$ cat src/design/mf3_pkg.sv
// Shared types and constants for the 3x3 max filter.
package mf3_pkg;

    localparam int WINDOW = 3;

    typedef struct packed {
        logic rd_en;
        logic adv;
    } t_lb_ctrl;

endpackage

$ cat src/design/mf3_window.sv
// Line store memory and column maxima that form the 3x3 window maximum.
module mf3_window
    import mf3_pkg::*;
#(
    parameter int MAX_SIDE   = 128,
    parameter int PIXEL_BITS = 8
) (
    input  logic                        i_clk,
    input  logic                        i_rst_n,
    input  t_lb_ctrl                    i_ctrl,
    input  logic [$clog2(MAX_SIDE)-1:0] i_rd_addr,
    input  logic [$clog2(MAX_SIDE)-1:0] i_wr_addr,
    input  logic [PIXEL_BITS-1:0]       i_pixel,
    output logic [PIXEL_BITS-1:0]       o_win_max
);

    localparam int POS_W = $clog2(MAX_SIDE);

    logic [2*PIXEL_BITS-1:0] mem [MAX_SIDE];
    logic [2*PIXEL_BITS-1:0] r_rd_data;
    logic [PIXEL_BITS-1:0]   r_cm1;
    logic [PIXEL_BITS-1:0]   r_cm2;
    logic [PIXEL_BITS-1:0]   w_older;
    logic [PIXEL_BITS-1:0]   w_newer;
    logic [PIXEL_BITS-1:0]   w_top2;
    logic [PIXEL_BITS-1:0]   w_col_max;
    logic [PIXEL_BITS-1:0]   w_back2;

    // Each entry holds the row two above in the upper half and the row above in the lower half.
    assign w_older   = r_rd_data[2*PIXEL_BITS-1:PIXEL_BITS];
    assign w_newer   = r_rd_data[PIXEL_BITS-1:0];
    assign w_top2    = (w_older > w_newer) ? w_older : w_newer;
    assign w_col_max = (w_top2 > i_pixel) ? w_top2 : i_pixel;
    assign w_back2   = (r_cm1 > r_cm2) ? r_cm1 : r_cm2;
    assign o_win_max = (w_col_max > w_back2) ? w_col_max : w_back2;

    always_ff @(posedge i_clk) begin
        if (i_ctrl.rd_en) begin
            r_rd_data <= mem[i_rd_addr];
        end
        if (i_ctrl.adv) begin
            mem[i_wr_addr] <= {w_newer, i_pixel};
        end
    end

    always_ff @(posedge i_clk) begin
        if (!i_rst_n) begin
            r_cm1 <= '0;
            r_cm2 <= '0;
        end else if (i_ctrl.adv) begin
            r_cm2 <= r_cm1;
            r_cm1 <= w_col_max;
        end
    end

    a_addr_width : assert property (@(posedge i_clk) disable iff (!i_rst_n)
        i_ctrl.adv |-> (32'(i_wr_addr) < MAX_SIDE && 32'(POS_W) > 0))
        else $error("line store write address out of range");

    a_cm_shift : assert property (@(posedge i_clk) disable iff (!i_rst_n)
        i_ctrl.adv |=> (r_cm2 === $past(r_cm1)))
        else $error("column maxima did not shift on advance");

    a_cm_hold : assert property (@(posedge i_clk) disable iff (!i_rst_n)
        !i_ctrl.adv |=> ((r_cm1 === $past(r_cm1)) && (r_cm2 === $past(r_cm2))))
        else $error("column maxima changed without advance");

endmodule

$ cat src/design/max_filter_3x3_top.sv
// Top level of the 3x3 max filter over a square image streamed in raster order.
// Each accepted pixel is held in the input stage register and moves on to the output
// register when that register is empty or its result is being taken.
// Throughput: one pixel per cycle while the output is taken; the line store memory is read at
// acceptance and written when the item advances to the output register.
// Reset: synchronous and active low; it clears positions, column maxima and valids,
// and sets the side length to 3. The line store is not cleared.
module max_filter_3x3_top
    import mf3_pkg::*;
#(
    parameter int MAX_SIDE   = 128,
    parameter int PIXEL_BITS = 8
) (
    input  logic                  i_clk,
    input  logic                  i_rst_n,
    input  logic                  i_cfg_we,
    input  logic [7:0]            i_cfg_grid_size,
    input  logic                  i_in_valid,
    output logic                  o_in_ready,
    input  logic [PIXEL_BITS-1:0] i_pixel,
    output logic                  o_out_valid,
    input  logic                  i_out_ready,
    output logic [PIXEL_BITS-1:0] o_max_value,
    output logic                  o_end_of_row,
    output logic                  o_end_of_frame
);

    localparam int SIDE_W = $clog2(MAX_SIDE + 1);
    localparam int POS_W  = $clog2(MAX_SIDE);

    typedef struct packed {
        logic emit;
        logic eor;
        logic eof;
    } t_res_flags;

    logic [POS_W-1:0]      r_last;
    logic [POS_W-1:0]      n_last;
    logic [SIDE_W-1:0]     w_side;
    logic [POS_W-1:0]      r_row;
    logic [POS_W-1:0]      r_col;
    logic                  r_a_valid;
    logic [PIXEL_BITS-1:0] r_a_px;
    logic [POS_W-1:0]      r_a_col;
    t_res_flags            r_a_flags;
    t_res_flags            w_flags;
    logic                  r_o_valid;
    logic [PIXEL_BITS-1:0] r_o_max;
    logic                  r_o_eor;
    logic                  r_o_eof;
    logic                  w_adv;
    logic                  w_in_acc;
    logic [PIXEL_BITS-1:0] w_win_max;
    t_lb_ctrl              w_ctrl;

    always_comb begin
        priority if (i_cfg_grid_size < 8'(WINDOW)) begin
            w_side = SIDE_W'(WINDOW);
        end else if (32'(i_cfg_grid_size) > MAX_SIDE) begin
            w_side = SIDE_W'(MAX_SIDE);
        end else begin
            w_side = SIDE_W'(i_cfg_grid_size);
        end
        n_last = POS_W'(w_side - 1'b1);
    end

    assign w_adv      = r_a_valid && (!r_o_valid || i_out_ready);
    assign o_in_ready = !r_a_valid || w_adv;
    assign w_in_acc   = i_in_valid && o_in_ready;

    assign w_flags.emit = (r_row >= POS_W'(WINDOW - 1)) && (r_col >= POS_W'(WINDOW - 1));
    assign w_flags.eor  = (r_col == r_last);
    assign w_flags.eof  = (r_col == r_last) && (r_row == r_last);

    assign w_ctrl.rd_en = w_in_acc;
    assign w_ctrl.adv   = w_adv;

    always_ff @(posedge i_clk) begin
        if (!i_rst_n) begin
            r_last <= POS_W'(WINDOW - 1);
            r_row  <= '0;
            r_col  <= '0;
        end else if (i_cfg_we) begin
            r_last <= n_last;
            r_row  <= '0;
            r_col  <= '0;
        end else if (w_in_acc) begin
            if (r_col == r_last) begin
                r_col <= '0;
                r_row <= (r_row == r_last) ? '0 : r_row + 1'b1;
            end else begin
                r_col <= r_col + 1'b1;
            end
        end
    end

    always_ff @(posedge i_clk) begin
        if (!i_rst_n) begin
            r_a_valid <= 1'b0;
            r_a_flags <= '0;
        end else if (w_in_acc) begin
            r_a_valid <= 1'b1;
            r_a_flags <= w_flags;
        end else if (w_adv) begin
            r_a_valid <= 1'b0;
        end
    end

    always_ff @(posedge i_clk) begin
        if (w_in_acc) begin
            r_a_px  <= i_pixel;
            r_a_col <= r_col;
        end
    end

    always_ff @(posedge i_clk) begin
        if (!i_rst_n) begin
            r_o_valid <= 1'b0;
        end else if (w_adv) begin
            r_o_valid <= r_a_flags.emit;
        end else if (i_out_ready) begin
            r_o_valid <= 1'b0;
        end
    end

    always_ff @(posedge i_clk) begin
        if (w_adv) begin
            r_o_max <= w_win_max;
            r_o_eor <= r_a_flags.eor;
            r_o_eof <= r_a_flags.eof;
        end
    end

    mf3_window #(
        .MAX_SIDE   (MAX_SIDE),
        .PIXEL_BITS (PIXEL_BITS)
    ) u_window (
        .i_clk      (i_clk),
        .i_rst_n    (i_rst_n),
        .i_ctrl     (w_ctrl),
        .i_rd_addr  (r_col),
        .i_wr_addr  (r_a_col),
        .i_pixel    (r_a_px),
        .o_win_max  (w_win_max)
    );

    assign o_out_valid    = r_o_valid;
    assign o_max_value    = r_o_max;
    assign o_end_of_row   = r_o_eor;
    assign o_end_of_frame = r_o_eof;

    a_eof_on_eor : assert property (@(posedge i_clk) disable iff (!i_rst_n)
        o_out_valid |-> (!o_end_of_frame || o_end_of_row))
        else $error("end of frame without end of row");

    a_col_range : assert property (@(posedge i_clk) disable iff (!i_rst_n)
        r_col <= r_last)
        else $error("column position beyond side length");

    a_row_range : assert property (@(posedge i_clk) disable iff (!i_rst_n)
        r_row <= r_last)
        else $error("row position beyond side length");

    a_no_overrun : assert property (@(posedge i_clk) disable iff (!i_rst_n)
        (w_in_acc && r_a_valid) |-> w_adv)
        else $error("request accepted into an occupied stage");

endmodule

$ cat config.mk
export PLATFORM = sky130hd
export DESIGN_NAME = max_filter_3x3_top
export DESIGN_NICKNAME = d
export VERILOG_FILES = /design/src/design/mf3_pkg.sv /design/src/design/mf3_window.sv /design/src/design/max_filter_3x3_top.sv
export SDC_FILE = /design/constraint.sdc
export NUM_CORES = 2
export LEC_CHECK = 0
export ABC_AREA = 0
export BUFFER_PORTS_ARGS = -buffer_cell sky130_fd_sc_hd__buf_2
export CELL_PAD_IN_SITES_DETAIL_PLACEMENT = 1
export CELL_PAD_IN_SITES_GLOBAL_PLACEMENT = 2
export CORE_ASPECT_RATIO = 2
export CORE_MARGIN = 1
export CORE_UTILIZATION = 54
export DETAILED_ROUTE_END_ITERATION = 8
export GPL_TIMING_DRIVEN = 0
export MAX_ROUTING_LAYER = met4
export PLACE_DENSITY = 0.8
export SETUP_SLACK_MARGIN = 0.2
export SYNTH_ARGS = -nofsm -noshare
export SYNTH_HDL_FRONTEND = slang
export SYNTH_HIERARCHICAL = 1
export SYNTH_SLANG_ARGS = --single-unit
$ cat constraint.sdc
create_clock -name i_clk -period 12 [get_ports i_clk]
set_clock_uncertainty 0.15 [all_clocks]
set_input_delay 2.4 -clock i_clk [delete_from_list [all_inputs] [get_ports i_clk]]
set_output_delay 2.4 -clock i_clk [all_outputs]
set_load 0.02 [all_outputs]
Yosys cells after proc, flatten, opt, wreduce, memory -nomap -nowiden

Memories as Yosys holds them, arrays and structs flattened. A register that Yosys moved wholly into a read port is not among the register bits.
Cells that the tools add are included.

Bits in registers: 67
RAM bits: 2048
Output and inout bits: 12
Word-level logic and storage cells: 56
Memories: 1

Memory list:

| name         | depth | bits a word | read ports | clocked after Yosys merged registers in | write ports | RTL line         | source |
|---|---|---|---|---|---|---|---|
| u_window.mem | 128   | 16          | 1          | 1                                       | 1           | mf3_window.sv:19 | `logic [2*PIXEL_BITS-1:0] mem [MAX_SIDE];` |

$add $sub $neg: 3
$lt $le $gt $ge: 8
Eq/ne operators: 2
Muxes and demuxes: 14
Bitwise operators: 1
Reduce and logical (&&, ||, !) cells: 12

Operators with widths:

| operator                                                               | number |
|---|---|
| 8-bit greater-than comparator                                          | 4 |
| 8-bit 2-to-1 mux                                                       | 4 |
| 7-bit 2-to-1 mux                                                       | 4 |
| 7-bit by 1-bit adder with 7-bit output (second input constant)         | 2 |
| 7-bit == test                                                          | 2 |
| 7-bit by 2-bit >= comparator with 1-bit output (second input constant) | 2 |
| 8-bit greater-than comparator (second input constant)                  | 1 |
| 8-bit by 2-bit < comparator with 1-bit output (second input constant)  | 1 |
| 7-bit by 1-bit subtractor with 7-bit output (second input constant)    | 1 |
| 1-bit 2-to-1 mux                                                       | 6 |
| 1-bit logical AND                                                      | 4 |
| 2-bit nonzero test                                                     | 2 |
| 1-bit zero test                                                        | 2 |
| 1-bit logical OR                                                       | 2 |
| 2-bit AND reduction                                                    | 1 |
| 2-bit OR reduction                                                     | 1 |
| 1-bit NOT                                                              | 1 |

Longest topological paths before layout

Depth after elaboration: 6
Gate-level depth with buffers: 24
Depth with buffers taken out: 21

Hierarchy

Netlist, hierarchy kept.

Modules (own cells, without submodules):

| module             | times used | cells an instance | area each (sq um) | seq. area each (sq um) |
|---|---|---|---|---|
| mf3_window         | 1          | 3902              | 80626.1           | 62299.8 |
| max_filter_3x3_top | 1          | 195               | 2232.1            | 1271.2 |

Least setup slack after synthesis

OpenSTA, ideal clock, no wires.

Path type: register to register
Start: register u_window.r_rd_data[5], read port of u_window.mem
End: register r_o_max[5], in the netlist o_max_value[5], data pin
Setup time: 0.158 ns
Arrival: 6.282 ns
Required time: 11.692 ns
Path slack: 5.410 ns
Cell stages (with the launch flop): 24
Path buffers: 2
Cells stage by stage: edfxtp_1 -> inv_1 -> ha_1 -> a211o_1 -> a21oi_2 -> nor2_1 -> a32o_1 -> or2_2 -> ha_1 -> nor2b_1 -> o211ai_1 -> a211o_1 -> and2_0 -> buf_2 -> nor3_2 -> nor2_1 -> ha_1 -> nor2b_1 -> o211ai_1 -> a21oi_1 -> o22a_1 -> clkbuf_1 -> o21ai_0 -> o22ai_1

Longest elaborated chain between the ends: 6

Ends and longest elaborated chain:

| what                              | RTL line                  | source |
|---|---|---|
| from (decl)                       | mf3_window.sv:20          | `logic [2*PIXEL_BITS-1:0] r_rd_data;` |
| 8-bit greater-than comparator     | mf3_window.sv:32          | `assign w_top2 = (w_older > w_newer) ? w_older : w_newer;` |
| 8-bit 2-to-1 mux (*)              | mf3_window.sv:32          |  |
| 8-bit greater-than comparator     | mf3_window.sv:33          | `assign w_col_max = (w_top2 > i_pixel) ? w_top2 : i_pixel;` |
| 8-bit 2-to-1 mux (*)              | mf3_window.sv:33          |  |
| via u_window.w_col_max[1]         | mf3_window.sv:26          | `logic [PIXEL_BITS-1:0] w_col_max;` |
| 8-bit greater-than comparator (*) | mf3_window.sv:35          | `assign o_win_max = (w_col_max > w_back2) ? w_col_max : w_back2;` |
| 8-bit 2-to-1 mux (*)              | mf3_window.sv:35          |  |
| via w_win_max[5]                  | max_filter_3x3_top.sv:53  | `logic [PIXEL_BITS-1:0] w_win_max;` |
| to (signal assigned)              | max_filter_3x3_top.sv:128 | `r_o_max <= w_win_max;` |
| to (decl)                         | max_filter_3x3_top.sv:48  | `logic [PIXEL_BITS-1:0] r_o_max;` |

The timed path passes the listed nets; every way through them passes the cells marked *.
A chain may end at the register's enable or synchronous reset.

Final worst setup path

Start: register u_window.r_rd_data[3], read port of u_window.mem
End: register r_o_max[7], in the netlist o_max_value[7], data pin

The elaborated chain is that of the path after synthesis.

==> results.json <==
{
  "outcome": "finished with violations",
  "violations": "slew limit",
  "synth_top_flop_cell": "edfxtp_1",
  "timing.slew.headroom_pct": -0.4986,
  "cts_buffers": 184,
  "cts_root_buf": "clkbuf_16",
  "fp.dieH_um": 556.0,
  "synth.avg_cell_area_um2": 20.22,
  "ys_types": 66,
  "grt_overflow": 0,
  "regToRegStartpoint": "u_window/r_rd_data[3]",
  "vias_per_cell": 6.538,
  "synth.top_cells.by_count": "2089 x edfxtp_1, 384 x mux4_2, 273 x mux2i_1, 175 x nor2_1, 145 x a22oi_1",
  "layout-drive-gt1-share_pct": 24.87,
  "p_total_mw": 14.98,
  "yosysTopAreaCell": "edfxtp_1",
  "end_kind": "register",
  "cts_setup_buffers": 0,
  "tritoncts": "yes",
  "syn_nets": 4155,
  "min_period_ns": 6.996,
  "fin_crit_sh_pct": 58.30,
  "synth-async-reset-ratio_pct": 0,
  "synth_enable_flop_cells": 2089,
  "r2r_slack_ns": 5.00,
  "fmax_mhz": 142.9,
  "antenna_found_initial": 9,
  "clkTransAtPathRegs_ns": 0.07,
  "synth_area_leaders": "edfxtp_1 76%, mux4_2 10%, mux2i_1 3.3%",
  "yosysSeqAreaShare_pct": 76.72,
  "io_buffers": 32,
  "crit_family": "simple AND/OR/NAND/NOR gates",
  "gp_congestion": 0.9802,
  "cts_resized": 0,
  "grt_pass1_wl_um": 348900,
  "crit_slowest_cell": "edfxtp_1",
  "crit_chain": "buf_16, buf_16, inv_1, ha_1, nand4_1, nor2_1, nor2_1, a32o_1, or2_2, ha_1, nand4_1, a211o_1, and2_0, buf_2, nor3_2, nor2_1, ha_1, nand4_1, a21oi_1, o22a_1, clkbuf_1, o22ai_1",
  "clock-sinks": 2131,
  "path_max_fanout": 27,
  "insertion_delay_ns": 0.84,
  "path_class": "reg -> reg",
  "area_delta_synth_final_pct": 15.25,
  "nNetsFinal": 4548,
  "postRouteAntennaNets": 0,
  "holdCritStartpoint": "r_a_flags[0]",
  "core_um2": 152700,
  "grtUsageTotal_pct": 33.90,
  "yosysMostFrequentCell": "edfxtp_1",
  "synth_area_um2": 82860,
  "start_util_pct": 54.28,
  "ir_drop_mv": 0.1617,
  "max_stage_delay_ns": 1.06,
  "netlist_instances": 4097,
  "drt-total-wl_um": 251300,
  "boundaryPins": 33,
  "final_hold_viol_count": 0,
  "worstReg2RegEnd": "o_max_value[7]",
  "cp-startpoint": "u_window/r_rd_data[3]",
  "route.vias.total": 43710,
  "die_w_um": 279.0,
  "setup_viol": 0,
  "remaining_drc_errors": 0,
  "synth_seq_cells": 2131,
  "grt_max_degree": 37,
  "cellPowerDensity_nw_per_um2": 156.9,
  "std_cell_rows": 203,
  "cap_violations": 0,
  "drt-pass1-iter-count": 6,
  "cp.depth": 22,
  "hold_buffers": 0,
  "synth_top_area_share_pct": 75.71,
  "tns_ns": 0,
  "drtIter0Drc": 4749,
  "cts.path.max_buffers": 4,
  "dieArea_um2": 155100,
  "wire_per_inst_um": 37.59,
  "slew_violations": 1,
  "critPathLaunchType": "register",
  "tightest_slew_ns": 1.507,
  "grt_pass1_vias": 46350,
  "yosysWarnings": 6,
  "worstPathRequired_ns": 12.34,
  "cp.buffers_inverters": 5,
  "cp.arrival_ns": 7.34,
  "post-dp-hpwl_um": 181700,
  "min_path_type": "reg -> reg",
  "post-route-util_pct": 62.56,
  "crit_path_end": "o_max_value[7]",
  "rr_worst_depth": 22,
  "h-tree-depth": 4,
  "power.leakage_nw": 29.43,
  "rsz0062_at_grt": "false"
}
power breakdown:
part           switching [mW]  internal, mW
registers              0.0340          8.19
clock network            2.68          3.36
logic                   0.446         0.271
total                    3.16          11.8
state kept, by name, summed over array words and instances (netlist names), 3 cells and up:
register	count
r_a_col	7
r_a_flags	3
u_window/r_cm1	8
r_a_px	8
u_window/mem	2048
r_col	7
u_window/r_rd_data	16
o_max_value	8
u_window/r_cm2	8
r_last	7
r_row	7
how the worst min path moves through the flow:
stage / end / slack, ns / cells after the start
after floorplan: o_end_of_row / 0.26 / 0
after global placement: o_end_of_row / 0.28 / 0
after detailed placement: o_end_of_row / 0.27 / 0
after CTS: o_end_of_row / 0.30 / 0
after global routing: o_end_of_frame / 0.32 / 0
final: o_end_of_frame / 0.30 / 0
per-layer routing:
| layer | part of all wire (%) | vias to the layer above | GRT usage, % |
|---|---|---|---|
| met5 | 0 | - | - |
| li1 | - | 17790 | - |
| met4 | 9.6 | 0 | 26.46 |
| met1 | 31 | 23070 | 33.79 |
| met2 | 53 | 2071 | 59.32 |
| met3 | 6.3 | 777 | 4.739 |
cell families after synthesis:
| kind of cell | share of synthesized area, % |
|---|---|
| fa+ha+maj | 0.5587 |
| xor+xnor | 0.2220 |
| compound gates | 4.391 |
| simple gates | 2.753 |
| flops | 76.72 |
| mux | 13.76 |
| buf+inv | 1.590 |
worst register-to-register path, delay by kind of cell, from the launching register on:
| family | cells | cell delay [ns] |
|---|---|---|
| AND/OR/NAND/NOR | 9 | 1.98 |
| AO/OA/AOI/OAI | 5 | 1.36 |
| buffers and inverters | 5 | 1.13 |
| flip-flops | 1 | 1.06 |
| adder cells (fa/ha/maj) | 3 | 0.97 |
through the flow:
stage	std cells	setup WS [ns]	hold WS (ns)	cell area [um^2]
after detailed placement	6354	4.910	0.2747	89500
final	6686	5.004	0.3009	95500
after global placement	6179	2.119	0.2796	85580
after floorplan	4097	5.410	0.2586	82860
after CTS	6678	5.004	0.3016	95470
after global routing	6684	4.467	0.3169	95490
layout make-up:
type / instances / area [um^2]
Fill cell: 12520 / 57150
Sequential cell: 2131 / 63570
Antenna cell: 8 / 20.02
Clock buffer: 224 / 4891
Timing Repair Buffer: 207 / 3732
Buffer: 228 / 1229
Multi-Input combinational cell: 1711 / 18300
Tap cell: 2050 / 2565
Inverter: 27 / 102.6
Clock inverter: 100 / 1085
placed cells by master (no fill, tap or decap), drive strengths merged, types with 4 or more instances in the layout:
cell type     n
o31ai         9
nand2b        7
xor2         13
a211oi      129
o22ai       136
nand3        31
edfxtp     2089
inv          33
a21oi        24
buf         345
nor4          6
nor2        175
dfxtp        42
nor2b        26
mux2i       273
nor3         27
bufinv       21
clkbuf      314
or3           4
nand3b       15
a32o         10
mux4        384
diode         8
o21ai        24
or2           8
a22oi       145
nand4        29
ha           37
and2          6
a21boi        4
o211ai       10
nand2       141
clkinv       57
clkinvlp     16
xnor2         8
Note: power is estimated with default switching activity, not from simulation.
